**src/rtl/rtf_pkg.sv**
```systemverilog
// shared types, constants and preset table for the compressed rtf decompressor
package rtf_pkg;

  localparam int DICT_SIZE_DEF = 4096;
  localparam int PRESET_LEN    = 207;
  localparam logic [31:0] HEADER_LEN   = 32'd16;
  localparam logic [31:0] TOTAL_END    = 32'd4;
  localparam logic [31:0] RAW_END      = 32'd8;
  localparam logic [3:0]  TOKEN_START  = 4'd8;
  localparam logic [7:0]  CLOSE_BRACE  = 8'h7D;

  localparam logic [1:0] KIND_DATA = 2'd0;
  localparam logic [1:0] KIND_TERM = 2'd1;
  localparam logic [1:0] KIND_MARK = 2'd2;

  localparam logic [8*PRESET_LEN-1:0] PRESET_TEXT = {
    "{\\rtf1\\ansi\\mac\\deff0\\deftab720{\\fonttbl;}",
    "{\\f0\\fnil \\froman \\fswiss \\fmodern \\fscrip",
    "t \\fdecor MS Sans SerifSymbolArialTimes Ne",
    "w RomanCourier{\\colortbl\\red0\\green0\\blue0",
    "\015\012\\par \\pard\\plain\\f0\\fs20\\b\\i\\u\\tab",
    "\\tx"
  };

  typedef struct packed {
    logic [7:0]  out_byte;
    logic [1:0]  kind;
    logic [31:0] decoded_length;
    logic        run_end;
  } rtf_result_t;

  typedef struct packed {
    logic [1:0] level;
    logic       pop;
  } rtf_q_stat_t;

  typedef enum logic [2:0] {
    ST_IDLE,
    ST_BYTE,
    ST_COPY,
    ST_BRACE1,
    ST_BRACE2,
    ST_TERM,
    ST_MARK
  } rtf_state_t;

  function automatic logic [7:0] preset_byte(input int unsigned idx);
    logic [7:0] b;
    b = 8'h00;
    if (idx < PRESET_LEN) begin
      b = PRESET_TEXT[8*(PRESET_LEN-1-idx) +: 8];
    end
    return b;
  endfunction

endpackage

```
**src/rtl/rtf_out_if.sv**
```systemverilog
// decoded result output channel
interface rtf_out_if;
  logic        valid;
  logic        ready;
  logic [7:0]  out_byte;
  logic [1:0]  kind;
  logic [31:0] decoded_length;
  logic        run_end;

  modport source(output valid, out_byte, kind, decoded_length, run_end, input ready);
  modport sink(input valid, out_byte, kind, decoded_length, run_end, output ready);
endinterface

```
**src/rtl/rtf_outq.sv**
```systemverilog
// two-entry result queue in front of the output channel
module rtf_outq
  import rtf_pkg::*;
(
  input  logic        clk,
  input  logic        rst,
  input  logic        push,
  input  rtf_result_t push_data,
  output rtf_q_stat_t q_stat,
  rtf_out_if.source   egress
);

  rtf_result_t slot [2];
  logic        wr_ptr;
  logic        rd_ptr;
  logic [1:0]  level;
  logic        pop;

  assign pop = egress.valid && egress.ready;

  always_ff @(posedge clk) begin
    if (rst) begin
      wr_ptr <= 1'b0;
      rd_ptr <= 1'b0;
      level  <= 2'd0;
    end else begin
      if (push) begin
        wr_ptr <= ~wr_ptr;
      end
      if (pop) begin
        rd_ptr <= ~rd_ptr;
      end
      level <= level + 2'(push) - 2'(pop);
    end
  end

  always_ff @(posedge clk) begin
    if (push) begin
      slot[wr_ptr] <= push_data;
    end
  end

  assign egress.valid          = (level != 2'd0);
  assign egress.out_byte       = slot[rd_ptr].out_byte;
  assign egress.kind           = slot[rd_ptr].kind;
  assign egress.decoded_length = slot[rd_ptr].decoded_length;
  assign egress.run_end        = slot[rd_ptr].run_end;

  assign q_stat.level = level;
  assign q_stat.pop   = pop;

endmodule

```
**src/flat_wrapper.sv**
```systemverilog
// flat-port wrapper written by rule: the top's interface ports become plain ports
module rtf_outq_flat import rtf_pkg::*;
  (clk, rst, push, push_data, q_stat, egress_valid, egress_out_byte, egress_kind, egress_decoded_length, egress_run_end, egress_ready);
  rtf_out_if egress_i ();
  input  logic clk;
  input  logic rst;
  input  logic push;
  input  rtf_result_t push_data;
  output rtf_q_stat_t q_stat;
  output wire logic [$bits(egress_i.valid)-1:0] egress_valid;
  output wire logic [$bits(egress_i.out_byte)-1:0] egress_out_byte;
  output wire logic [$bits(egress_i.kind)-1:0] egress_kind;
  output wire logic [$bits(egress_i.decoded_length)-1:0] egress_decoded_length;
  output wire logic [$bits(egress_i.run_end)-1:0] egress_run_end;
  input wire logic [$bits(egress_i.ready)-1:0] egress_ready;
  assign egress_valid = egress_i.valid;
  assign egress_out_byte = egress_i.out_byte;
  assign egress_kind = egress_i.kind;
  assign egress_decoded_length = egress_i.decoded_length;
  assign egress_run_end = egress_i.run_end;
  assign egress_i.ready = egress_ready;
  rtf_outq u_core (.clk(clk), .rst(rst), .push(push), .push_data(push_data), .q_stat(q_stat), .egress(egress_i));
endmodule
```
**config.mk**
```make
export PLATFORM = sky130hd
export DESIGN_NAME = rtf_outq_flat
export DESIGN_NICKNAME = d
export VERILOG_FILES = /design/src/rtl/rtf_pkg.sv /design/src/rtl/rtf_out_if.sv /design/src/rtl/rtf_outq.sv /design/src/flat_wrapper.sv
export SDC_FILE = /design/constraint.sdc
export NUM_CORES = 1
export LEC_CHECK = 0
export ABC_AREA = 1
export CAP_MARGIN = 40
export CORE_UTILIZATION = 60
export CTS_BUF_LIST = sky130_fd_sc_hd__clkbuf_8
export DETAILED_ROUTE_END_ITERATION = 10
export DONT_BUFFER_PORTS = 1
export PLACE_DENSITY = 0.76
export SLEW_MARGIN = 15
export SYNTH_ARGS = -nofsm -noshare
export SYNTH_HDL_FRONTEND = slang
export SYNTH_SLANG_ARGS = --single-unit
```
**constraint.sdc**
```tcl
create_clock -name clk -period 4.9 [get_ports clk]
set_input_delay 1.225 -clock clk [delete_from_list [all_inputs] [get_ports clk]]
set_output_delay 1.225 -clock clk [all_outputs]
set_load 0.01 [all_outputs]
```
; ---- Yosys cells after proc, flatten, opt, wreduce, memory -nomap -nowiden
; Memories as Yosys holds them, arrays and structs flattened. A register that Yosys moved wholly into a read port is not among the register bits.
; Index checks and enable logic that the tools add are counted.
[totals]
output_inout_bits = 47
ramBits = 86
mem_bits_ro = 0
latchBits = 0
wordCells = 14
inputBits = 47
ff_bits = 4
memories = 1
[classes]
n_shift = 0
reduce_logical = 2
div_mod_pow = 0
n_lt_le_gt_ge = 0
mux = 4
n_eq_ne = 0
multipliers = 0
n_addsub = 2
bitwise_logic = 2
[mem_list]
columns = memory, words, width, rd, rd_clocked_by_memory_dff, wr, line
row1 = u_core.slot, 2, 43, 1, 1, 1, rtf_outq.sv:13  ; rtf_result_t slot [2];
[op_table]
columns = cell, count
row1 = $mux 1, 4
row2 = $add 2x1->2, 1
row3 = $not 1->1, 2
row4 = $reduce_bool 2->1, 1
row5 = $sub 2x1->2, 1
row6 = $logic_and 1x1->1, 1

; ---- Logic depth before layout (Yosys ltp)
; Gate-level depths: netlist of the first run.
[depth]
depth_word = 4
depth_mapped = 10
mapped_depth_nobuf = 10

; ---- Least setup slack after synthesis of the first run
; Ideal clock, no wire load.
[synth_path]
kind = input to register
startpoint = input push
endpoint = memory u_core.slot[0][0] (netlist bit), enable pin
arrival_ps = 3073
n_path_buf = 0
required_time_ps = 4456
path_slack_ps = 1383
setup_time_ps = 444
stages = 2
cell_sequence = inv_1 > nor2_1
[synth_between]
elab_chain_cells = 2
[synth_lines]
columns = item, line
row1 = "start, declared", flat_wrapper.sv:7  ; input logic push;
row2 = $mux 1, rtf_outq.sv:38  ; if (push) begin
row3 = $mux 1 (not written as such), rtf_outq.sv:39  ; slot[wr_ptr] <= push_data;
row4 = "end, declared", rtf_outq.sv:13
; No other way between the ends.

==> run summary, run 1 <==
CTS buffer count = 9
syn_area_per_cell = 20.9 um^2
GR Overflow Total = 0
Setup Skew = 0.00603 ns
Worst Setup Path Type = reg2out
Ant. Diodes = 0
run status = complete, no violations
Die H = 78.9 um
hold buffers post-CTS = 0
XOR/XNOR share of the synthesized area = 0
VDD IR max = 0.270 mV
drt initial violations = 77
Port-buffer cells = 0
Post-CTS Resized = 0
Post-CTS Setup Repair Bufs = 0
CTS tree = yes
nets = 227
routability cong. = 0.685
Ys Warns = 0
final max-slew violation count = 0
drt pass-1 iters = 4
dpl cell area = 3610 um^2
relative slew slack = 0.591
Final Cell Area = 3810 um^2
compound-cell area share of the yosys netlist = 0.00141
Mapped Nets = 219
Hold Crit Class = reg2reg
first-pass GRT wire length = 7.27 mm
CP Data Required Time = 3.67 ns
Power Density = 458 nW/um^2
drt wl/cell = 18.8 um
Leakage = 1.38 nW
pin count of the biggest net entering global routing = 26
htree depth = 3
CP Capture Type = output pin
RSZ-0062 raised after global routing = no
Worst-Margin Slew = 0.612 ns
Worst Path Max Fanout = 25
register bit total from synthesis = 91
Seq/Total Area, Yosys = 0.755
Tmin final = 3.17 ns
Adder-Cell Fraction of Synth Area = 0.00705
Max Cap Violations = 0
# rows = 27
hold violation total from the final report = 0
Placed Cells = 239
Tcrit/Tclk final = 0.646
Sink Count = 91
CTS Buffer Depth = 2
number of I/O pins = 94
main combinational cell family by area after synthesis = multiplexers
Syn Inst Count = 170
most common cell after layout, fill and taps aside = edfxtp_1
Clock Latency Late Sink = 0.33 ns
mux cell area share after synthesis = 0.179
clock root buffer = clkbuf_8
CTS clk-pin slew, worst paths = 0.08 ns
setup TNS = 0 ns
fmax = 316 MHz
Via Count = 1399
die area = 6230 um^2
Synth Area in Simple Gates = 0.0201
post-route insts no fill = 255
layout cells sized above 1 = 0.344
crit path DAT = 1.94 ns
dpl hpwl = 3.36 mm
Tot GR Track Use = 0.167
Die Wd = 78.9 um
area grow syn2layout = 7.26%
initial core utilization = 0.633
Detailed Route WL = 4.80 mm
post-layout util = 0.679
Syn Std Cell Area = 3550 um^2
vias in the first global route = 1465
Vias/cell = 5.49
antenna violations before repair = 0
Post-route DRC = 0
# setup viols final = 0
commonest non-fill, non-tap cells in the layout = edfxtp_1 (86), mux2_4 (40), inv_1 (10), clkbuf_8 (10), nor2_1 (8)
ANT nets after route = 0
Synth cell types = 14
crit start category = flip-flop
core area = 5610 um^2
-- flip-flops by register name, summed over array words and instances (netlist names), named ones only --
| register | count |
|---|---|
| u_core.level | 2 |
| u_core.slot | 86 |
| u_core.wr_ptr | 1 |
| u_core.rd_ptr | 1 |
-- layout make-up --
class | instances | area [um^2]
Sequential cell | 91 | 2680
Fill cell | 361 | 1800
Multi-Input combinational cell | 64 | 743
Clock buffer | 10 | 138
Tap cell | 72 | 90.1
Timing Repair Buffer | 3 | 62.6
Clock inverter | 6 | 57.6
Inverter | 9 | 33.8
-- power breakdown --
| part | internal [W] | switching, W | total (W) |
|---|---|---|---|
| Combinational | 0.000159 | 0.000155 | 0.000314 |
| Clock | 0.000245 | 0.000231 | 0.000476 |
| Sequential | 0.000907 | 0.0000453 | 0.000953 |
-- worst max-delay path, cell delays in order (launching register included) --
cell     delay [ns]
dfxtp_2        0.71
buf_4          0.52
mux2_4         0.37
-- final timing paths --
kind | slack (ns) | cells after the start | start | to
min reg2reg | 0.56 | 2 | u_core.rd_ptr$_SDFFE_PP0P_ | u_core.rd_ptr$_SDFFE_PP0P_
max | 1.73 | 2 | flip-flop | egress_decoded_length[10]
max reg2reg | 3.23 | 8 | u_core.level[1]$_SDFF_PP0_ | u_core.level[1]$_SDFF_PP0_
min | 0.56 | 2 | u_core.rd_ptr$_SDFFE_PP0P_ | u_core.rd_ptr$_SDFFE_PP0P_
-- through the flow --
stage | setup slack [ns] | hold slack, ns | power (W)
after floorplan | 1.38 | 0.467 | 0.00128
after global placement | 2.12 | 0.488 | 0.00127
final | 1.73 | 0.561 | 0.00174
after CTS | 1.70 | 0.563 | 0.00176
after global routing | 1.63 | 0.611 | 0.00181
after detailed placement | 2.08 | 0.544 | 0.00129
-- cell usage after synthesis (all sizes together) --
master	instances	area [um^2]
a21oi	1	5.00
nand3	2	10.0
ha	2	25.0
nor2	9	33.8
nor3	1	5.00
mux2	43	634
dfxtp	5	100
nand2	6	22.5
edfxtp	86	2580
buf	6	98.9
inv	9	33.8
-- metal layers --
metal	GRT usage	part of all wire
met1	0.173	0.36
met2	0.282	0.52
met3	0.0713	0.097
met4	0.0982	0.022
met5	0	0
-- cells by family (layout without fill, tap and decap cells) --
kind of cell             after synthesis  after routing
AND/OR/NAND/NOR                       18             18
buffers and inverters                 15             28
flip-flops                            91             91
AO/OA/AOI/OAI                          1              1
multiplexers                          43             43
adder cells (fa/ha/maj)                2              2
No activity file was read; power rests on OpenSTA's default activity.
==> inputs of run 2 (changes only) <==
--- a/config.mk
+++ b/config.mk
@@ -5,7 +5,7 @@
 export SDC_FILE = /design/constraint.sdc
 export NUM_CORES = 1
 export LEC_CHECK = 0
-export ABC_AREA = 1
+export ABC_AREA = 0
 export CAP_MARGIN = 40
 export CORE_UTILIZATION = 60
 export CTS_BUF_LIST = sky130_fd_sc_hd__clkbuf_8
==> constraint.sdc (replaced) <==
create_clock -name clk -period 3.31 [get_ports clk]
set_input_delay 0.8275 -clock clk [delete_from_list [all_inputs] [get_ports clk]]
set_output_delay 0.8275 -clock clk [all_outputs]
set_load 0.01 [all_outputs]
==> run 2 against run 1 <==
Effect of this change:
- sequential share of layout area grew 0.44 points
- global-route usage is 0.27 points lower
- critical path type unchanged
- setup slack got worse by 0.71 ns
- design area down 0.62%
- count of clock-buffer cells in the layout shrank 1
- clock skew grew 0.0028 ns
- hold slack got worse by 0.0099 ns
- die area about the same
- clock power increased by 43%
- register-to-register slack worse by 1.6 ns
- core utilization decreased by 0.42 points
==> run summary, run 2 <==
Hold Path Depth = 1 (was 2)
fraction of registers with async set/reset = 0 (unchanged)
Sink Count = 91 (unchanged)
RSZ-0062 raised after global routing = no (unchanged)
final max-slew violation count = 0 (unchanged)
syn_area_per_cell = 22.6 um^2 (was 20.9 um^2)
Synth top cells by count = edfxtp_1 (86), mux2_4 (40), dfxtp_1 (5), mux2_2 (5), buf_12 (4) (was edfxtp_1 (86), mux2_4 (40), inv_1 (9), nor2_1 (9), nand2_1 (6))
Place WS = 1.15 ns (was 2.08 ns)
setup TNS = 0 ns (unchanged)
core area = 5610 um^2 (unchanged)
CTS clk-pin slew, worst paths = 0.08 ns (about the same)
Hold Crit Class = in2reg (was reg2reg)
# setup viols final = 0 (unchanged)
Largest register FFs = 86 (unchanged)
Post-CTS Setup Repair Bufs = 0 (unchanged)
drt initial violations = 75 (was 77)
Power Density = 691 nW/um^2 (was 458 nW/um^2)
Die H = 78.9 um (about the same)
Synth area leader = edfxtp_1 (unchanged)
Ant. Diodes = 0 (unchanged)
CP Capture Type = output pin (unchanged)
Worst-Margin Slew = 0.681 ns (was 0.612 ns)
Via Count = 1359 (was 1399)
Post-synth EDFFs = 86 (unchanged)
Die Wd = 78.9 um (about the same)
Post-CTS Resized = 0 (unchanged)
fmax = 438 MHz
most common cell in the netlist = edfxtp_1 (unchanged)
share of the synthesized area in the top cell type = 0.727 (about the same)
Detailed Route WL = 4.89 mm (was 4.80 mm)
Tmin final = 2.28 ns
Seq/Total Area, Yosys = 0.755 (about the same)
Clock Latency Late Sink = 0.34 ns (was 0.33 ns)
Post-route DRC = 0 (unchanged)
most common cell after layout, fill and taps aside = edfxtp_1 (unchanged)
CTS tree = yes (unchanged)
commonest non-fill, non-tap cells in the layout = edfxtp_1 (86), mux2_4 (40), clkbuf_8 (9) (was edfxtp_1 (86), mux2_4 (40), inv_1 (10), clkbuf_8 (10), nor2_1 (8))
crit start category = flip-flop (unchanged)
drt pass-1 iters = 4 (unchanged)
routability cong. = 0.674 (was 0.685)
Max Cap Violations = 0 (unchanged)
Ys Warns = 0 (unchanged)
first-pass GRT wire length = 7.13 mm (was 7.27 mm)
Setup Skew = 0.00887 ns (was 0.00603 ns)
VDD IR max = 0.720 mV (was 0.270 mV)
area grow syn2layout = 6.55% (was 7.26%)
CTS Buffer Depth = 2 (unchanged)
Mapped Nets = 206 (was 219)
Port-buffer cells = 0 (unchanged)
antenna violations before repair = 0 (unchanged)
# rows = 27 (unchanged)
die area = 6230 um^2 (about the same)
CP Data Required Time = 2.48 ns (was 3.67 ns)
Syn Inst Count = 157 (was 170)
drt wl/cell = 20.2 um (was 18.8 um)
Syn Std Cell Area = 3550 um^2 (about the same)
dominant synthesized flop cell = edfxtp_1 (unchanged)
number of I/O pins = 94 (unchanged)
Worst Path Max Fanout = 23 (was 25)
ANT nets after route = 0 (unchanged)
dpl hpwl = 3.33 mm (was 3.36 mm)
register bit total from synthesis = 91 (unchanged)
Synth cell types = 16 (was 14)
CTS buffer count = 9 (unchanged)
vias in the first global route = 1418 (was 1465)
Vias/cell = 5.62 (was 5.49)
hold violation total from the final report = 0 (unchanged)
Reg with most FFs = u_core.slot (unchanged)
layout cells sized above 1 = 0.382 (was 0.344)
crit path DAT = 1.46 ns (was 1.94 ns)
clock root buffer = clkbuf_8 (unchanged)
Worst Setup Path Type = reg2out (unchanged)
Tcrit/Tclk final = 0.690
pin count of the biggest net entering global routing = 27 (was 26)
initial core utilization = 0.633 (about the same)
run status = complete, no violations (unchanged)
nets = 215 (was 227)
Worst Reg-to-Reg Cells = 2 (was 8)
Tot GR Track Use = 0.164 (was 0.167)
Synth area leaders = edfxtp_1 (73%), mux2_4 (17%), dfxtp_1 (2.8%) (unchanged)
GR Overflow Total = 0 (unchanged)
final setup margin = 1.03 ns (was 1.73 ns)
relative slew slack = 0.545 (was 0.591)
Leakage = 1.34 nW (was 1.38 nW)
hold buffers post-CTS = 0 (unchanged)
htree depth = 3 (unchanged)
top flop regs = u_core.slot (86), u_core.level (2) (unchanged)
run 2: metrics by stage:
stage	cell area (um^2)	hold slack [ns]	power, W	utilization	std cells
floorplan	3550	0.496	0.00195	-	157
global placement	3580	0.561	0.00194	0.638	226
detailed placement	3600	0.606	0.00197	0.643	227
CTS	3780	0.534	0.00264	0.675	242
global route	3780	0.519	0.00272	0.675	242
finish	3780	0.551	0.00261	0.675	242
run 2: worst paths after layout:
kind	slack, ns	from	endpoint
max	1.03	flip-flop	egress_out_byte[7]
min	0.55	rst	u_core.level[1]$_SDFF_PP0_
max reg2reg	1.66	u_core.wr_ptr$_SDFFE_PP0P_	u_core.slot[0][27]$_DFFE_PP_
min reg2reg	0.63	u_core.rd_ptr$_SDFFE_PP0P_	flip-flop
run 2: metal layers:
metal | global-route usage | share of wire | vias up
li1 | - | - | 622
met1 | 0.172 | 0.36 | 669
met4 | 0.0673 | 0.013 | 0
met2 | 0.268 | 0.52 | 62
met5 | 0 | 0 | -
met3 | 0.0977 | 0.10 | 6
run 2: critical path, cell delays in order (launching register included):
cell	delay, ns
dfxtp_2	0.33
buf_4	0.35
mux2_2	0.42
run 2: cell type report:
type / count / area (um^2)
Multi-Input combinational cell: 58 / 772
Sequential cell: 91 / 2680
Fill cell: 379 / 1820
Timing Repair Buffer: 4 / 50.0
Inverter: 2 / 7.51
Clock inverter: 6 / 57.6
Tap cell: 72 / 90.1
Clock buffer: 9 / 124
run 2: cells by family (layout without fill, tap and decap cells):
group           after synthesis  count (layout)  share of synthesized area
compound gates                1               1                    0.00211
fa+ha+maj                     2               2                    0.00704
flops                        91              91                      0.755
buf+inv                       8              21                     0.0299
simple gates                  8               8                     0.0120
xor+xnor                      2               2                    0.00881
mux                          45              45                      0.185
run 2: where the power goes:
part	switching, W	internal, W	total [W]
sequential	0.0000404	0.00135	0.00139
clock	0.000343	0.000338	0.000681
combinational	0.000262	0.000277	0.000539
==> inputs of run 3 (changes only) <==
--- a/config.mk
+++ b/config.mk
@@ -5,7 +5,7 @@
 export SDC_FILE = /design/constraint.sdc
 export NUM_CORES = 1
 export LEC_CHECK = 0
-export ABC_AREA = 0
+export ABC_AREA = 1
 export CAP_MARGIN = 40
 export CORE_UTILIZATION = 60
 export CTS_BUF_LIST = sky130_fd_sc_hd__clkbuf_8
==> constraint.sdc (replaced) <==
create_clock -name clk -period 2.1 [get_ports clk]
set_input_delay 0.525 -clock clk [delete_from_list [all_inputs] [get_ports clk]]
set_output_delay 0.525 -clock clk [all_outputs]
set_load 0.01 [all_outputs]
==> run 3 against run 2 <==
Effect of this change:
- clock power grew 53%
- core utilization shrank 0.089 points
- combinational power grew 49%
- largest power group unchanged
- non-clock buffer count grew 2
- register-to-register slack lost 1.3 ns
- design area shrank 0.13%
- setup slack lost 0.89 ns
- wire length grew 1.9%
- first-iteration DRC count shrank 35%
- critical endpoint is now egress_decoded_length[18]
- final cell count grew 5.8%
==> run summary, run 3 (same netlist as run 1, synthesis figures left out) <==
Tmin final = 1.96 ns
htree depth = 3 (unchanged)
Cell Int Power = 0.00302 W (was 0.00197 W)
layout cells sized above 1 = 0.348 (was 0.382)
Die H = 78.9 um (about the same)
Vias/cell = 5.59 (was 5.62)
Switching Share = 0.249 (was 0.247)
Hold Path Sink = u_core.level[0]$_SDFF_PP0_ (was u_core.level[1]$_SDFF_PP0_)
kind of cell with the highest combined delay on the critical path = buffers and inverters (was multiplexers)
number of I/O pins = 94 (unchanged)
Worst-Margin Slew = 0.455 ns (was 0.681 ns)
die area = 6230 um^2 (about the same)
dpl hpwl = 3.41 mm (was 3.33 mm)
Ant. Diodes = 0 (unchanged)
initial core utilization = 0.633 (about the same)
Power Density = 1060 nW/um^2 (was 691 nW/um^2)
commonest non-fill, non-tap cells in the layout = edfxtp_1 (86), mux2_4 (40), inv_1 (9), clkbuf_8 (9), nor2_1 (8) (was edfxtp_1 (86), mux2_4 (40), clkbuf_8 (9))
Worst Hold Margin = 0.245 ns (was 0.551 ns)
GR Overflow Total = 0 (unchanged)
Critical Path, Cell by Cell = buf_4 > mux2_4 (was buf_4 > mux2_2)
# setup viols final = 0 (unchanged)
# rows = 27 (unchanged)
Detailed Route WL = 4.99 mm (was 4.89 mm)
Port-buffer cells = 0 (unchanged)
Largest register FFs = 86 (unchanged)
Clock Latency Late Sink = 0.34 ns (about the same)
CTS Buffer Depth = 2 (unchanged)
routability cong. = 0.756 (was 0.674)
Max Cap Violations = 0 (unchanged)
CP max stage delay = 0.40 ns (was 0.42 ns)
Net Sw Power = 0.00100 W (was 0.000645 W)
Via Count = 1430 (was 1359)
top flop regs = u_core.slot (86), u_core.level (2) (unchanged)
CP Capture Type = output pin (unchanged)
Die Wd = 78.9 um (about the same)
crit path DAT = 1.43 ns (was 1.46 ns)
fmax = 510 MHz
R2R Setup Slk = 0.32 ns (was 1.66 ns)
Hold Crit Class = in2reg (unchanged)
drt pass-1 iters = 4 (unchanged)
CTS clk-pin slew, worst paths = 0.08 ns (about the same)
Leakage = 1.38 nW (was 1.34 nW)
worst reg2reg path startpoint = u_core.level[1]$_SDFF_PP0_ (was u_core.wr_ptr$_SDFFE_PP0P_)
Post-CTS Resized = 0 (unchanged)
Tcrit/Tclk final = 0.933
clock root buffer = clkbuf_8 (unchanged)
Post-route DRC = 0 (unchanged)
Reg with most FFs = u_core.slot (unchanged)
nets = 230 (was 215)
sequential power share = 0.542 (was 0.533)
Hold Path Depth = 1 (unchanged)
drt initial violations = 49 (was 75)
Tot GR Track Use = 0.170 (was 0.164)
Sink Count = 91 (unchanged)
Worst Path Max Fanout = 25 (was 23)
hold violation total from the final report = 0 (unchanged)
vias in the first global route = 1545 (was 1418)
RSZ-0062 raised after global routing = no (unchanged)
antenna violations before repair = 0 (unchanged)
min-delay src = rst (unchanged)
Worst Path Buf+Inv = 1 (unchanged)
relative slew slack = 0.697 (was 0.545)
Slowest-stage cell, CP = buf_4 (was mux2_2)
CTS buffer count = 9 (unchanged)
most common cell after layout, fill and taps aside = edfxtp_1 (unchanged)
setup TNS = 0 ns (unchanged)
area grow syn2layout = 6.45% (was 6.55%)
crit start category = flip-flop (unchanged)
CP Data Required Time = 1.57 ns (was 2.48 ns)
hold buffers post-CTS = 0 (unchanged)
CTS tree = yes (unchanged)
Comb pwr share = 0.200 (was 0.206)
r2r endpoint = u_core.level[1]$_SDFF_PP0_ (was u_core.slot[0][27]$_DFFE_PP_)
Post-CTS Setup Repair Bufs = 0 (unchanged)
first-pass GRT wire length = 7.34 mm (was 7.13 mm)
VDD IR max = 0.673 mV (was 0.720 mV)
drt wl/cell = 19.5 um (was 20.2 um)
core area = 5610 um^2 (unchanged)
Setup Skew = 0.00762 ns (was 0.00887 ns)
Worst Reg-to-Reg Cells = 8 (was 2)
ANT nets after route = 0 (unchanged)
Clk network pwr share = 0.258 (was 0.260)
final max-slew violation count = 0 (unchanged)
pin count of the biggest net entering global routing = 26 (was 27)
Worst Setup Path Type = reg2out (unchanged)
run status = complete, no violations (unchanged)
==> run 3: cell type report <==
type | instances | area, um^2
Clock buffer | 9 | 124
Clock inverter | 5 | 47.5
Fill cell | 372 | 1830
Inverter | 9 | 33.8
Multi-Input combinational cell | 64 | 743
Sequential cell | 91 | 2680
Tap cell | 72 | 90.1
Timing Repair Buffer | 6 | 57.6
==> run 3: worst max-delay path by stage <==
stage	from	to	slack, ns	cells past startpoint
2_1_floorplan	push	u_core.slot[0][0]$_DFFE_PP_	0.02	2
4_1_cts	flip-flop	egress_decoded_length[18]	0.11	2
3_5_place_dp	egress_ready	u_core.level[1]$_SDFF_PP0_	0.28	8
6_report	flip-flop	egress_decoded_length[18]	0.14	2
3_3_place_gp	egress_ready	u_core.level[1]$_SDFF_PP0_	0.43	8
5_1_grt	flip-flop	egress_decoded_length[18]	0.07	2
==> run 3: layer usage <==
metal / wire, um / vias up / share of wire / track usage
li1: - / 654 / - / -
met1: 1770 / 704 / 0.35 / 0.171
met2: 2680 / 63 / 0.54 / 0.298
met3: 444 / 9 / 0.089 / 0.0644
met4: 95 / 0 / 0.019 / 0.0982
met5: 0 / - / 0 / 0
==> run 3: through the flow <==
step	area (um^2)	instances	power, W	utilization	worst slack (ns)
after floorplan	3550	170	0.00299	-	0.0211
after global placement	3610	242	0.00298	0.643	0.434
after detailed placement	3610	242	0.00303	0.643	0.278
after CTS	3780	256	0.00405	0.674	0.112
after global routing	3780	256	0.00416	0.674	0.0716
final	3780	256	0.00402	0.674	0.141
==> run 3: worst register-to-register path: stages, from the launching register on <==
cell and delay, ns:
dfxtp_1 0.45, nor2_1 0.07, nor2_1 0.29, ha_1 0.32, inv_1 0.07, ha_1 0.16, nand2_1 0.09, a21oi_1 0.17
nor2_1 0.07
==> run 3: power by group through the flow <==
stage	sequential (W)	clock (W)	combinational [W]
after global placement	0.00221	0	0.000776
after global routing	0.00219	0.00112	0.000853
after floorplan	0.00220	0	0.000794
final	0.00218	0.00104	0.000805
after detailed placement	0.00222	0	0.000816
after CTS	0.00218	0.00106	0.000817
