--- src/rtl/rtf_pkg.sv ---
// shared types, constants and preset table for the compressed rtf decompressor
package rtf_pkg;

  localparam int DICT_SIZE_DEF = 4096;
  localparam int PRESET_LEN    = 207;
  localparam logic [31:0] HEADER_LEN   = 32'd16;
  localparam logic [31:0] TOTAL_END    = 32'd4;
  localparam logic [31:0] RAW_END      = 32'd8;
  localparam logic [3:0]  TOKEN_START  = 4'd8;
  localparam logic [7:0]  CLOSE_BRACE  = 8'h7D;

  localparam logic [1:0] KIND_DATA = 2'd0;
  localparam logic [1:0] KIND_TERM = 2'd1;
  localparam logic [1:0] KIND_MARK = 2'd2;

  localparam logic [8*PRESET_LEN-1:0] PRESET_TEXT = {
    "{\\rtf1\\ansi\\mac\\deff0\\deftab720{\\fonttbl;}",
    "{\\f0\\fnil \\froman \\fswiss \\fmodern \\fscrip",
    "t \\fdecor MS Sans SerifSymbolArialTimes Ne",
    "w RomanCourier{\\colortbl\\red0\\green0\\blue0",
    "\015\012\\par \\pard\\plain\\f0\\fs20\\b\\i\\u\\tab",
    "\\tx"
  };

  typedef struct packed {
    logic [7:0]  out_byte;
    logic [1:0]  kind;
    logic [31:0] decoded_length;
    logic        run_end;
  } rtf_result_t;

  typedef struct packed {
    logic [1:0] level;
    logic       pop;
  } rtf_q_stat_t;

  typedef enum logic [2:0] {
    ST_IDLE,
    ST_BYTE,
    ST_COPY,
    ST_BRACE1,
    ST_BRACE2,
    ST_TERM,
    ST_MARK
  } rtf_state_t;

  function automatic logic [7:0] preset_byte(input int unsigned idx);
    logic [7:0] b;
    b = 8'h00;
    if (idx < PRESET_LEN) begin
      b = PRESET_TEXT[8*(PRESET_LEN-1-idx) +: 8];
    end
    return b;
  endfunction

endpackage

--- src/rtl/rtf_in_if.sv ---
// compressed byte input channel
interface rtf_in_if;
  logic       valid;
  logic       ready;
  logic [7:0] in_byte;
  logic       last_byte;

  modport source(output valid, in_byte, last_byte, input ready);
  modport sink(input valid, in_byte, last_byte, output ready);
endinterface

--- src/rtl/rtf_ctrl.sv ---
// header parse, token decode and copy sequencer
module rtf_ctrl
  import rtf_pkg::*;
#(
  parameter int DICT_SIZE = DICT_SIZE_DEF
) (
  input  logic                         clk,
  input  logic                         rst,
  rtf_in_if.sink                       ingress,
  input  rtf_q_stat_t                  q_stat,
  output logic                         push,
  output rtf_result_t                  push_data,
  input  logic                         dict_busy,
  output logic                         dict_clear,
  output logic                         rd_en,
  output logic [$clog2(DICT_SIZE)-1:0] rd_addr,
  input  logic [7:0]                   rd_data,
  output logic                         wr_en,
  output logic [$clog2(DICT_SIZE)-1:0] wr_addr,
  output logic [7:0]                   wr_data
);

  localparam int AW = $clog2(DICT_SIZE);

  rtf_state_t    state;
  rtf_state_t    state_next;
  logic [31:0]   byte_position;
  logic [31:0]   total_size;
  logic [31:0]   raw_size;
  logic [32:0]   emitted_count;
  logic [7:0]    flag_bits;
  logic [3:0]    token_index;
  logic          pend_valid;
  logic [7:0]    pend_byte;
  logic [AW-1:0] wpos;
  logic [7:0]    cur_byte;
  logic          cur_last;
  logic          cur_body;
  logic          cur_islast;
  logic [AW-1:0] copy_off;
  logic [4:0]    copy_len;
  logic [4:0]    issued;
  logic [4:0]    done;
  logic          rd_valid;

  logic          accept;
  logic          restart;
  logic          room;
  logic          room_after;
  logic          can_push;
  logic          cur_bit;
  logic          lit_found;
  logic [2:0]    lit_idx;
  logic          ref_start;
  logic          lit_go;
  logic          copy_final;
  logic [2:0]    count_next;
  rtf_state_t    after_st;

  assign accept  = ingress.valid && ingress.ready;
  assign restart = rst || ((state == ST_MARK) && can_push);

  always_comb begin
    room       = emitted_count < ({1'b0, raw_size} + 33'd3);
    room_after = (emitted_count + 33'd1) < ({1'b0, raw_size} + 33'd3);
    can_push   = (q_stat.level != 2'd2) || q_stat.pop;
    cur_bit    = flag_bits[token_index[2:0]];
    lit_found  = 1'b0;
    lit_idx    = 3'd0;
    for (int i = 7; i >= 0; i--) begin
      if ((i >= int'(token_index)) && !flag_bits[i]) begin
        lit_found = 1'b1;
        lit_idx   = 3'(i);
      end
    end
    ref_start  = cur_bit && !cur_islast;
    lit_go     = cur_body && !token_index[3] && !pend_valid && !ref_start && lit_found &&
                 (!room || can_push);
    copy_final = (done == copy_len - 5'd1);
    after_st   = cur_last ? ST_BRACE1 : ST_IDLE;
  end

  always_comb begin
    state_next = state;
    case (state)
      ST_IDLE: begin
        if (accept) begin
          state_next = ST_BYTE;
        end
      end
      ST_BYTE: begin
        if (!cur_body || token_index[3]) begin
          state_next = after_st;
        end else if (pend_valid) begin
          state_next = ST_COPY;
        end else if (ref_start || !lit_found || lit_go) begin
          state_next = after_st;
        end
      end
      ST_COPY: begin
        if (rd_valid && copy_final) begin
          state_next = after_st;
        end
      end
      ST_BRACE1: begin
        if (!room || can_push) begin
          state_next = ST_BRACE2;
        end
      end
      ST_BRACE2: begin
        if (!room || can_push) begin
          state_next = ST_TERM;
        end
      end
      ST_TERM: begin
        if (!room || can_push) begin
          state_next = ST_MARK;
        end
      end
      ST_MARK: begin
        if (can_push) begin
          state_next = ST_IDLE;
        end
      end
      default: state_next = ST_IDLE;
    endcase
  end

  always_comb begin
    ingress.ready = (state == ST_IDLE) && !dict_busy;
    push          = 1'b0;
    push_data     = '0;
    rd_en         = 1'b0;
    rd_addr       = copy_off + AW'(issued);
    wr_en         = 1'b0;
    wr_addr       = wpos;
    wr_data       = cur_byte;
    dict_clear    = 1'b0;
    count_next    = 3'd0;
    case (state)
      ST_BYTE: begin
        if (lit_go) begin
          wr_en              = 1'b1;
          push               = room;
          push_data.out_byte = cur_byte;
          push_data.run_end  = !cur_last;
        end
      end
      ST_COPY: begin
        if (rd_valid) begin
          wr_en              = 1'b1;
          wr_data            = rd_data;
          push               = room;
          push_data.out_byte = rd_data;
          push_data.run_end  = !cur_last && (copy_final || !room_after);
        end
        count_next = {1'b0, q_stat.level} + 3'(push) - 3'(q_stat.pop);
        rd_en      = (issued != copy_len) && (count_next <= 3'd1);
      end
      ST_BRACE1, ST_BRACE2: begin
        push               = room && can_push;
        push_data.out_byte = CLOSE_BRACE;
      end
      ST_TERM: begin
        push           = room && can_push;
        push_data.kind = KIND_TERM;
      end
      ST_MARK: begin
        push                     = can_push;
        push_data.kind           = KIND_MARK;
        push_data.decoded_length = emitted_count[32] ? 32'hFFFF_FFFF : emitted_count[31:0];
        push_data.run_end        = 1'b1;
        dict_clear               = can_push;
      end
      default: ;
    endcase
  end

  always_ff @(posedge clk) begin
    if (rst) begin
      state <= ST_IDLE;
    end else begin
      state <= state_next;
    end
  end

  always_ff @(posedge clk) begin
    if (restart) begin
      byte_position <= '0;
      total_size    <= '0;
      raw_size      <= '0;
      emitted_count <= '0;
      flag_bits     <= '0;
      token_index   <= TOKEN_START;
      pend_valid    <= 1'b0;
      pend_byte     <= '0;
      wpos          <= AW'(PRESET_LEN);
      rd_valid      <= 1'b0;
    end else begin
      rd_valid <= rd_en;
      case (state)
        ST_IDLE: begin
          if (accept) begin
            cur_byte   <= ingress.in_byte;
            cur_last   <= ingress.last_byte;
            cur_body   <= (byte_position >= HEADER_LEN) && (byte_position < total_size);
            cur_islast <= ingress.last_byte ||
                          (({1'b0, byte_position} + 33'd1) == {1'b0, total_size});
            if (byte_position != 32'hFFFF_FFFF) begin
              byte_position <= byte_position + 32'd1;
            end
            if (byte_position < TOTAL_END) begin
              total_size[8*byte_position[1:0] +: 8] <=
                total_size[8*byte_position[1:0] +: 8] | ingress.in_byte;
            end else if (byte_position < RAW_END) begin
              raw_size[8*byte_position[1:0] +: 8] <=
                raw_size[8*byte_position[1:0] +: 8] | ingress.in_byte;
            end
          end
        end
        ST_BYTE: begin
          if (cur_body) begin
            if (token_index[3]) begin
              flag_bits   <= cur_byte;
              token_index <= 4'd0;
            end else if (pend_valid) begin
              copy_off    <= AW'({pend_byte, cur_byte[7:4]});
              copy_len    <= {1'b0, cur_byte[3:0]} + 5'd2;
              issued      <= 5'd0;
              done        <= 5'd0;
              pend_valid  <= 1'b0;
              token_index <= token_index + 4'd1;
            end else if (ref_start) begin
              pend_valid <= 1'b1;
              pend_byte  <= cur_byte;
            end else if (lit_found) begin
              if (lit_go) begin
                wpos        <= wpos + AW'(1);
                token_index <= {1'b0, lit_idx} + 4'd1;
                if (room) begin
                  emitted_count <= emitted_count + 33'd1;
                end
              end
            end else begin
              flag_bits   <= cur_byte;
              token_index <= 4'd0;
            end
          end
        end
        ST_COPY: begin
          if (rd_en) begin
            issued <= issued + 5'd1;
          end
          if (rd_valid) begin
            done <= done + 5'd1;
            wpos <= wpos + AW'(1);
            if (room) begin
              emitted_count <= emitted_count + 33'd1;
            end
          end
        end
        ST_BRACE1, ST_BRACE2: begin
          if (room && can_push) begin
            emitted_count <= emitted_count + 33'd1;
          end
        end
        default: ;
      endcase
    end
  end

endmodule

--- src/flat_wrapper.sv ---
// flat-port wrapper written by rule: the top's interface ports become plain ports
module rtf_ctrl_flat import rtf_pkg::*;
#(
  parameter int DICT_SIZE = DICT_SIZE_DEF
)
  (clk, rst, q_stat, push, push_data, dict_busy, dict_clear, rd_en, rd_addr, rd_data, wr_en, wr_addr, wr_data, ingress_valid, ingress_in_byte, ingress_last_byte, ingress_ready);
  rtf_in_if ingress_i ();
  input  logic clk;
  input  logic rst;
  input  rtf_q_stat_t q_stat;
  output logic push;
  output rtf_result_t push_data;
  input  logic dict_busy;
  output logic dict_clear;
  output logic rd_en;
  output logic [$clog2(DICT_SIZE)-1:0] rd_addr;
  input  logic [7:0] rd_data;
  output logic wr_en;
  output logic [$clog2(DICT_SIZE)-1:0] wr_addr;
  output logic [7:0] wr_data;
  input wire logic [$bits(ingress_i.valid)-1:0] ingress_valid;
  input wire logic [$bits(ingress_i.in_byte)-1:0] ingress_in_byte;
  input wire logic [$bits(ingress_i.last_byte)-1:0] ingress_last_byte;
  output wire logic [$bits(ingress_i.ready)-1:0] ingress_ready;
  assign ingress_i.valid = ingress_valid;
  assign ingress_i.in_byte = ingress_in_byte;
  assign ingress_i.last_byte = ingress_last_byte;
  assign ingress_ready = ingress_i.ready;
  rtf_ctrl #(.DICT_SIZE(DICT_SIZE)) u_core (.clk(clk), .rst(rst), .ingress(ingress_i), .q_stat(q_stat), .push(push), .push_data(push_data), .dict_busy(dict_busy), .dict_clear(dict_clear), .rd_en(rd_en), .rd_addr(rd_addr), .rd_data(rd_data), .wr_en(wr_en), .wr_addr(wr_addr), .wr_data(wr_data));
endmodule
--- config.mk ---
export PLATFORM = sky130hd
export DESIGN_NAME = rtf_ctrl_flat
export DESIGN_NICKNAME = d
export VERILOG_FILES = /design/src/rtl/rtf_pkg.sv /design/src/rtl/rtf_in_if.sv /design/src/rtl/rtf_ctrl.sv /design/src/flat_wrapper.sv
export SDC_FILE = /design/constraint.sdc
export NUM_CORES = 1
export LEC_CHECK = 0
export ABC_AREA = 1
export BUFFER_PORTS_ARGS = -buffer_cell sky130_fd_sc_hd__buf_4
export CAP_MARGIN = 0
export CORE_MARGIN = 10
export CORE_UTILIZATION = 45
export CTS_CLUSTER_DIAMETER = 150
export DETAILED_ROUTE_END_ITERATION = 10
export PLACE_DENSITY = 0.64
export RECOVER_POWER = 50
export SLEW_MARGIN = 10
export SYNTH_ARGS = -nofsm -noshare
export SYNTH_HDL_FRONTEND = slang
export SYNTH_SLANG_ARGS = --single-unit
--- constraint.sdc ---
create_clock -name clk -period 5.9 [get_ports clk]
set_input_delay 0.59 -clock clk [delete_from_list [all_inputs] [get_ports clk]]
set_output_delay 0.59 -clock clk [all_outputs]
set_load 0.01 [all_outputs]
======== Yosys cells after proc, flatten, opt, wreduce, memory -nomap -nowiden ========
Cells that the tools add are included.
word-level totals
  output and inout port bits .............. 80
  bits in registers ....................... 204
cells by class
  $lt $le $gt $ge ......................... 16
  bitwise gates (word level) .............. 6
  equality and inequality tests ........... 33
  mux-type cells .......................... 87
  $add $sub $neg .......................... 15
  reduce and logical (&&, ||, !) cells .... 68
  shift-type cells ........................ 5
operators with widths
  cell                                                                            number
  33-bit two-way mux                                                              9
  33-bit one-hot mux with 3 select lines                                          1
  12-bit two-way mux                                                              7
  8-bit by 34-bit indexed part select with 32-bit output                          2
  33-bit less-than comparator                                                     2
  32-bit bitwise mux                                                              2
  32-bit two-way mux                                                              2
  8-bit two-way mux                                                               8
  32-bit by 6-bit indexed part select with 8-bit output                           2
  3-bit two-way mux                                                               17
  5-bit negator with 34-bit output                                                1
  8-bit by 34-bit variable shift with 32-bit output (first input constant)        1
  32-bit by 1-bit adder with 33-bit output (second input constant)                1
  32-bit by 2-bit adder with 33-bit output (second input constant)                1
  33-bit by 1-bit adder with 33-bit output (second input constant)                1
  33-bit by 32-bit == test with 1-bit output                                      1
  32-bit by 1-bit adder with 32-bit output (second input constant)                1
  32-bit by 5-bit >= comparator with 1-bit output (second input constant)         1
  32-bit by 3-bit less-than comparator with 1-bit output (second input constant)  1
  32-bit less-than comparator                                                     1
  32-bit by 4-bit less-than comparator with 1-bit output (second input constant)  1
  32-bit != test (second input constant)                                          1
  2-bit by 1-bit != test with 1-bit output (second input constant)                15
  5-bit two-way mux                                                               5
  other kinds (53)                                                                146

======== Logic depth before layout (Yosys ltp) ========
Gate-level depths: netlist of run 1.
  word-level depth ........................ 19
  mapped depth ............................ 31
  mapped depth without buffers ............ 31

======== Worst setup path after synthesis of run 1 ========
OpenSTA, ideal clock, no wires.
  kind .................................... register to output
  start point ............................. reg u_core.raw_size[0]
  end point ............................... out rd_en
  stages on the path, launching flop included .. 32
  arrival time ............................ 4.295 ns
  slack ................................... 1.015 ns
  data required time ...................... 5.310 ns
  cells stage by stage .................... dfxtp_1 -> inv_1 -> ha_1 -> nor3_2 -> nand2_1 -> nor2_2 -> nand3_1 -> nor2_1 -> nand4_1 -> nor2_1 -> nand4_1 -> nor2_1 -> nand3_1 -> ha_1 -> nand2_1 -> nor2_1 -> nand2_1 -> nor2_1 -> nand3_1 -> nand2_1 -> nor2_1 -> nand2_1 -> inv_1 -> nand2_1 -> ha_1 -> inv_1 -> ha_1 -> inv_1 -> fa_1 -> xnor2_1 -> o211ai_1 -> nor2_1
on the way
  word-level cells in the longest chain between the ends .. 9
ends and longest elaborated chain
  element                                         RTL line            RTL
  from (decl)                                     rtf_ctrl.sv:29      logic [31:0] raw_size;
  from (signal, indexed assignment)               rtf_ctrl.sv:216     raw_size[8*byte_position[1:0] +: 8] <=
  32-bit by 2-bit adder with 33-bit output        rtf_ctrl.sv:64      room = emitted_count < ({1'b0, raw_size} + 33'd3);
  33-bit less-than comparator                     rtf_ctrl.sv:64
  1-bit two-way mux                               rtf_ctrl.sv:150     if (rd_valid) begin
  1-bit two-way mux                               rtf_ctrl.sv:140     case (state)
  2-bit by 1-bit adder with 3-bit output          rtf_ctrl.sv:157     count_next = {1'b0, q_stat.level} + 3'(push) - 3'(q_stat.pop);
  3-bit by 1-bit subtractor with 3-bit output     rtf_ctrl.sv:157
  3-bit by 1-bit <= comparator with 1-bit output  rtf_ctrl.sv:158     rd_en = (issued != copy_len) && (count_next <= 3'd1);
  1-bit logical AND                               rtf_ctrl.sv:158
  1-bit two-way mux                               rtf_ctrl.sv:140
  to (decl)                                       flat_wrapper.sv:15  output logic rd_en;
No other way between the ends. The select of a mux whose other input is x is not followed.

======== Worst setup path in the final report of run 1 ========
Ends and elaborated chain as after synthesis.

==> flow_metrics.env, run 1 <==
export IMPL_drtIter0Drc=1101
export IMPL_area_growth_pct=13.3
export IMPL_antenna_found_initial=0
export IMPL_slew_viol_final=174
export IMPL_clockPowerShare=0.303
export IMPL_clock_sinks=204
export IMPL_p_sw_mw=2.36
export IMPL_ys_types=50
export IMPL_finish_utilization=0.516
export IMPL_syn_mean_instance_area_um2=6.80
export IMPL_grt_usage=0.229
export IMPL_synthArstFlopShare=0
export IMPL_n_antenna_cell=0
export IMPL_die_x_um=204
export IMPL_synth_simple_area_share=0.293
export IMPL_num_rows=67
export IMPL_worstMarginPinSlew_ns=2.01
export IMPL_cts_buffers=27
export IMPL_slowest_stage="dfxtp_4"
export IMPL_r2r_end="u_core.issued[3]$_SDFFCE_PN0P_"
export IMPL_gp_congestion=0.943
export IMPL_final_nets=2469
export IMPL_fp_dieH_um=204
export IMPL_drv_cap=3
export IMPL_ant_nets=0
export IMPL_layout_common_cells="nand2_1, nor2_1, inv_1, a21oi_1, dfxtp_1"
export IMPL_skew_ns=0.0146
export IMPL_synth_top_family_by_area="simple AND/OR/NAND/NOR gates"
export IMPL_first_global_vias=14300
export IMPL_internal_power_mw=3.43
export IMPL_max_slew_margin_rel=-0.343
export IMPL_routedWlPerCell_um=17.8
export IMPL_power_frac_comb=0.388
export IMPL_synthAdderAreaFrac=0.101
export IMPL_synthXorXnorAreaFrac=0.0541
export IMPL_wirelength_um=49700
export IMPL_synth_area_mux_share=0
export IMPL_synth_area_um2=15200
export IMPL_power_mw=5.80
export IMPL_layout_drive_gt1_share=0.0883
export IMPL_synth_compound_area_frac=0.171
export IMPL_cts_tree="built"
export IMPL_syn_inst=2236
export IMPL_violations="capacitance limit, slew limit"
export IMPL_dp_slack_ns=0.301
export IMPL_worstSetupPathType="flip-flop to output pin"
export IMPL_grt_ovfl_total=0
export IMPL_htree_levels=1
export IMPL_port_buffers=103
export IMPL_cts_root_buf="clkbuf_16"
export IMPL_synth_edf_count=38
export IMPL_placed_cell_area_um2=16300
export IMPL_vias_per_cell=5.51
export IMPL_hold_violations=0
export IMPL_post_route_period_util=0.959
export IMPL_num_fill_cells=3376
export IMPL_yosysWarnings=0
export IMPL_min_delay_path_class="primary input to flip-flop"
export IMPL_ys_seq_area_frac=0.293
export IMPL_reg2regPathDepth=8
export IMPL_clk_pin_slew_worst_paths_ns=0.06
export IMPL_io_pins=104
export IMPL_crit_path_start="u_core.raw_size[0]$_SDFFE_PP0P_"
export IMPL_syn_nets=2381
export IMPL_grt_max_degree=86
export IMPL_dpl_hpwl_um=37800
export IMPL_cpPeakStageDelay_ns=0.35
export IMPL_final_cell_area_um2=17200
export IMPL_gr_usage_met3=0.0388
export IMPL_worst_slack_ns=0.243
export IMPL_start_util=0.455
export IMPL_end_kind="output pin"
export IMPL_outcome="finished, violations left"
export IMPL_grt_first_pass_wirelength_um=77500
export IMPL_crit_top_cell="nand2_2"
export IMPL_switching_share=0.408
export IMPL_r2r_start="u_core.state[0]$_SDFFE_PP0P_"
export IMPL_ys_flop_type="dfxtp_1"
export IMPL_setup_viol=0
export IMPL_start_kind="flip-flop"
export IMPL_drc=0
export IMPL_p_leak_nw=7.32
export IMPL_p_per_area_nw_per_um2=336
export IMPL_endpoint="rd_en"
export IMPL_grtUsageMet1=0.306
export IMPL_rrSetupSlack_ns=0.58
export IMPL_whs_ns=0.262
export IMPL_irDropWorstVdd_uv=263
export IMPL_clk_path_buf_depth=3
export IMPL_clock_latency_ns=0.55
export IMPL_seqPwrFrac=0.310
export IMPL_vias=15400
export IMPL_post_route_min_period_ns=5.66
export IMPL_use_met2=0.369
export IMPL_crit_arrival_ns=5.07
export IMPL_fmax_ghz=0.177
export IMPL_cp_data_required_time_ns=5.31
export IMPL_busiest_layer="met2"
export IMPL_register_area_um2=4470
export IMPL_multi_input_area_um2=9530
export IMPL_drt_pass1_iter_count=5
export IMPL_mostFrequentLayoutCell="nand2_1"
export IMPL_fp_coreArea_um2=33400
export IMPL_path_max_fanout=4
export IMPL_dieArea_um2=41600
export IMPL_synth_seq_cells=204
==> per-stage QoR <==
step / TNS [ns] / instances
5_1_grt: -0.0724 / 2792
6_report: 0 / 2792
4_1_cts: 0 / 2783
3_3_place_gp: 0 / 2728
2_1_floorplan: 0 / 2236
3_5_place_dp: 0 / 2728
==> synth_stat cells, types with 9 or more instances <==
| library cell | instances | area share |
|---|---|---|
| nand2_1 | 487 | 0.12 |
| nor2_1 | 299 | 0.074 |
| inv_1 | 245 | 0.060 |
| a21oi_1 | 222 | 0.073 |
| dfxtp_1 | 166 | 0.22 |
| ha_1 | 119 | 0.098 |
| nand3_1 | 119 | 0.039 |
| o21ai_0 | 99 | 0.033 |
| xor2_1 | 81 | 0.047 |
| a211oi_1 | 59 | 0.029 |
| clkbuf_1 | 39 | 0.0096 |
| edfxtp_1 | 38 | 0.075 |
| nor3_1 | 35 | 0.012 |
| nand4_1 | 33 | 0.014 |
| buf_2 | 22 | 0.0072 |
| o221ai_1 | 17 | 0.0098 |
| o211ai_1 | 14 | 0.0069 |
| nand2_2 | 13 | 0.0053 |
| xnor2_1 | 13 | 0.0075 |
| inv_2 | 12 | 0.0030 |
| nor2_2 | 11 | 0.0045 |
| o21ai_1 | 9 | 0.0030 |
==> flip-flops by register name, indices dropped and copies added, names as in the netlist <==
name and flops:
u_core.wr_addr 12, u_core.rd_valid 1, u_core.copy_off 12, u_core.done 5, u_core.cur_body 1, u_core.pend_byte 8
u_core.state 3, u_core.pend_valid 1, u_core.flag_bits 8, u_core.copy_len 5, u_core.emitted_count 33, u_core.raw_size 32
u_core.cur_islast 1, u_core.issued 5, u_core.cur_byte 8, u_core.byte_position 32, u_core.total_size 32, u_core.cur_last 1
u_core.token_index 4
==> layout make-up <==
type | instances | share of cell area
clock buffers | 38 | 0.0458
clock inverters | 11 | 0.00929
well taps | 448 | 0.0325
flip-flops and latches | 204 | 0.259
inverters | 258 | 0.0562
repair buffers | 133 | 0.0445
multi-input cells | 1700 | 0.553
==> repair_timing <==
item,4_1_cts,5_1_grt
setup buffers,6,9
gates resized for setup,6,28
setup endpoints to repair,2,2
pin swaps,11,18
hold buffers,0,0
==> cells by family (layout without fill, tap and decap cells) <==
kind of cell    Yosys count  in the layout
fa+ha+maj               121            121
buf+inv                 332            440
flops                   204            204
xor+xnor                 94             94
simple gates           1037           1037
compound gates          448            448
==> worst min-delay path by stage <==
stage / startpoint / endpoint / slack [ns] / cells past startpoint
after detailed placement: u_core.pend_byte[6]$_SDFFE_PP0P_ / u_core.copy_off[10]$_DFFE_PP_ / 0.42 / 0
after floorplan: u_core.pend_byte[6]$_SDFFE_PP0P_ / u_core.copy_off[10]$_DFFE_PP_ / 0.41 / 0
after CTS: ingress_in_byte[5] / u_core.cur_byte[5]$_DFFE_PP_ / 0.21 / 1
final: ingress_in_byte[5] / u_core.cur_byte[5]$_DFFE_PP_ / 0.26 / 1
after global placement: u_core.pend_byte[4]$_SDFFE_PP0P_ / u_core.copy_off[8]$_DFFE_PP_ / 0.41 / 0
after global routing: ingress_in_byte[5] / u_core.cur_byte[5]$_DFFE_PP_ / 0.27 / 1
==> worst max-delay path, delay by kind of cell, from the launching register on <==
family	cells	cell delay, ns
buffers and inverters	5	0.35
AO/OA/AOI/OAI	1	0.12
adder cells (fa/ha/maj)	5	1.20
AND/OR/NAND/NOR	20	2.34
flip-flops	1	0.35
XOR/XNOR	1	0.16
==> metal layers <==
metal | part of all wire | routed length, um
met3 | 0.068 | 3390
met4 | 0.033 | 1630
met5 | 0 | 0
met1 | 0.45 | 22400
met2 | 0.45 | 22200
==> power by group through the flow <==
stage	sequential [mW]	combinational, mW	clock [mW]
after global placement	1.82	2.16	0
after detailed placement	1.82	2.20	0
after CTS	1.79	2.22	1.78
after floorplan	1.73	1.64	0
after global routing	1.82	2.54	1.83
final	1.79	2.25	1.76
No activity file was read; power rests on OpenSTA's default activity.
==> run 2: changes to the inputs <==
--- a/config.mk
+++ b/config.mk
@@ -13,7 +13,6 @@
 export CTS_CLUSTER_DIAMETER = 150
 export DETAILED_ROUTE_END_ITERATION = 10
 export PLACE_DENSITY = 0.64
-export RECOVER_POWER = 50
 export SLEW_MARGIN = 10
 export SYNTH_ARGS = -nofsm -noshare
 export SYNTH_HDL_FRONTEND = slang
==> flow_metrics.env, run 2 (synthesis gave the netlist of run 1 again) <==
export IMPL_irDropWorstVdd_uv=262
export IMPL_holdPathStages=1
export IMPL_hp_start="ingress_in_byte[5]"
export IMPL_p_leak_nw=7.57
export IMPL_hold_violations=0
export IMPL_drt_pass1_iter_count=5
export IMPL_post_route_min_period_ns=5.67
export IMPL_cts_buffers=27
export IMPL_skew_ns=0.0125
export IMPL_worstSetupPathType="flip-flop to output pin"
export IMPL_crit_arrival_ns=5.08
export IMPL_outcome="complete, no violations"
export IMPL_fmax_ghz=0.176
export IMPL_fp_dieH_um=204
export IMPL_mostFrequentLayoutCell="nand2_1"
export IMPL_vias=15300
export IMPL_worst_slack_ns=0.232
export IMPL_final_cell_area_um2=17500
export IMPL_grt_ovfl_total=0
export IMPL_num_rows=67
export IMPL_post_route_period_util=0.961
export IMPL_grt_max_degree=86
export IMPL_layout_common_cells="nand2_1, nor2_1, inv_1, a21oi_1, dfxtp_1"
export IMPL_cts_tree="built"
export IMPL_drc=0
export IMPL_wirelength_um=49600
export IMPL_placed_cell_area_um2=16300
export IMPL_slowest_stage="dfxtp_4"
export IMPL_stdcell_count=2792
export IMPL_dieArea_um2=41600
export IMPL_start_kind="flip-flop"
export IMPL_clock_sinks=204
export IMPL_multi_input_area_um2=9570
export IMPL_r2r_start="u_core.raw_size[0]$_SDFFE_PP0P_"
export IMPL_post_place_cells=2728
export IMPL_io_pins=104
export IMPL_vias_per_cell=5.49
export IMPL_cp_data_required_time_ns=5.31
export IMPL_dpl_hpwl_um=37800
export IMPL_crit_top_cell="nand2_2"
export IMPL_grt_usage=0.229
export IMPL_final_nets=2469
export IMPL_num_fill_cells=3298
export IMPL_slew_viol_final=0
export IMPL_start_util=0.455
export IMPL_clk_path_buf_depth=3
export IMPL_r2r_end="u_core.issued[4]$_SDFFCE_PN0P_"
export IMPL_area_growth_pct=15.1
export IMPL_port_buffers=103
export IMPL_reg2regPathDepth=32
export IMPL_first_global_vias=14300
export IMPL_max_slew_margin_rel=0.224
export IMPL_ant_nets=0
export IMPL_htree_levels=1
export IMPL_drv_cap=0
export IMPL_layout_drive_gt1_share=0.119
export IMPL_hold_end="u_core.cur_byte[5]$_DFFE_PP_"
export IMPL_antenna_found_initial=0
export IMPL_clock_latency_ns=0.55
export IMPL_gp_congestion=0.943
export IMPL_clk_pin_slew_worst_paths_ns=0.06
export IMPL_die_x_um=204
export IMPL_routedWlPerCell_um=17.8
export IMPL_register_area_um2=4470
export IMPL_end_kind="output pin"
export IMPL_cts_root_buf="clkbuf_16"
export IMPL_min_delay_path_class="primary input to flip-flop"
export IMPL_dp_slack_ns=0.301
export IMPL_fp_coreArea_um2=33400
export IMPL_cpPeakStageDelay_ns=0.35
export IMPL_n_antenna_cell=0
export IMPL_drtIter0Drc=1094
export IMPL_largest_reg_flops=33
export IMPL_largest_register="u_core.emitted_count"
export IMPL_path_max_fanout=4
export IMPL_p_per_area_nw_per_um2=332
export IMPL_grt_first_pass_wirelength_um=77500
export IMPL_worstMarginPinSlew_ns=1.16
export IMPL_rrSetupSlack_ns=0.74
export IMPL_setup_viol=0
[run 2: changes by cell type in the layout (fill, tap and decap cells not counted), sizes merged]
cell    previous run  this run
clkbuf           100        38
buf               71       133
[run 2: worst max path at each step]
stage,startpoint,endpoint,slack (ns)
6_report,u_core.raw_size[0]$_SDFFE_PP0P_,rd_en,0.23
5_1_grt,u_core.raw_size[1]$_SDFFE_PP0P_,rd_en,-0.07
4_1_cts,u_core.raw_size[0]$_SDFFE_PP0P_,rd_en,0.02
3_5_place_dp,u_core.raw_size[0]$_SDFFE_PP0P_,rd_en,0.30
3_3_place_gp,u_core.raw_size[0]$_SDFFE_PP0P_,rd_en,0.43
2_1_floorplan,u_core.raw_size[0]$_SDFFE_PP0P_,rd_en,1.02
[run 2: where the power goes]
part           total (mW)  switching [mW]  leakage, nW  internal, mW
clock                1.75           0.652        0.462          1.10
sequential           1.80           0.219         1.71          1.58
combinational        2.26            1.49         5.40         0.772
[run 2: critical path: cells and delay by family, from the launching register on]
family,cells,cell delay (ns)
simple gates,20,2.34
fa+ha+maj,5,1.20
flops,1,0.35
buf+inv,5,0.35
xor+xnor,1,0.16
compound gates,1,0.12
[run 2: cell type report]
class,count,share of cell area
repair buffers,133,0.0570
inverters,258,0.0553
clock inverters,11,0.00914
clock buffers,38,0.0451
flip-flops and latches,204,0.255
well taps,448,0.0320
multi-input cells,1700,0.546
[run 2: layer usage]
metal  vias up  wire (um)  track usage
met5         -          0            0
met4         0       1550       0.0735
met3        94       3440       0.0388
met2       506      22300        0.369
met1      7090      22300        0.306
li1       7631          -            -
[run 2: repair_timing]
action	in CTS	in global routing
hold buffers	0	0
setup buffers	6	9
cloned	0	0
endpoints found under the setup margin	2	2
hold endpoints to repair	0	0
pin swaps	11	18
resized for setup	6	28
[run 2: metrics by stage]
stage	power [mW]	utilization	TNS [ns]	hold slack [ns]
after floorplan	3.37	-	0	0.409
after global placement	3.98	0.488	0	0.414
after detailed placement	4.02	0.488	0	0.417
after CTS	5.79	0.518	0	0.215
after global routing	6.20	0.524	-0.0724	0.225
final	5.81	0.524	0	0.229
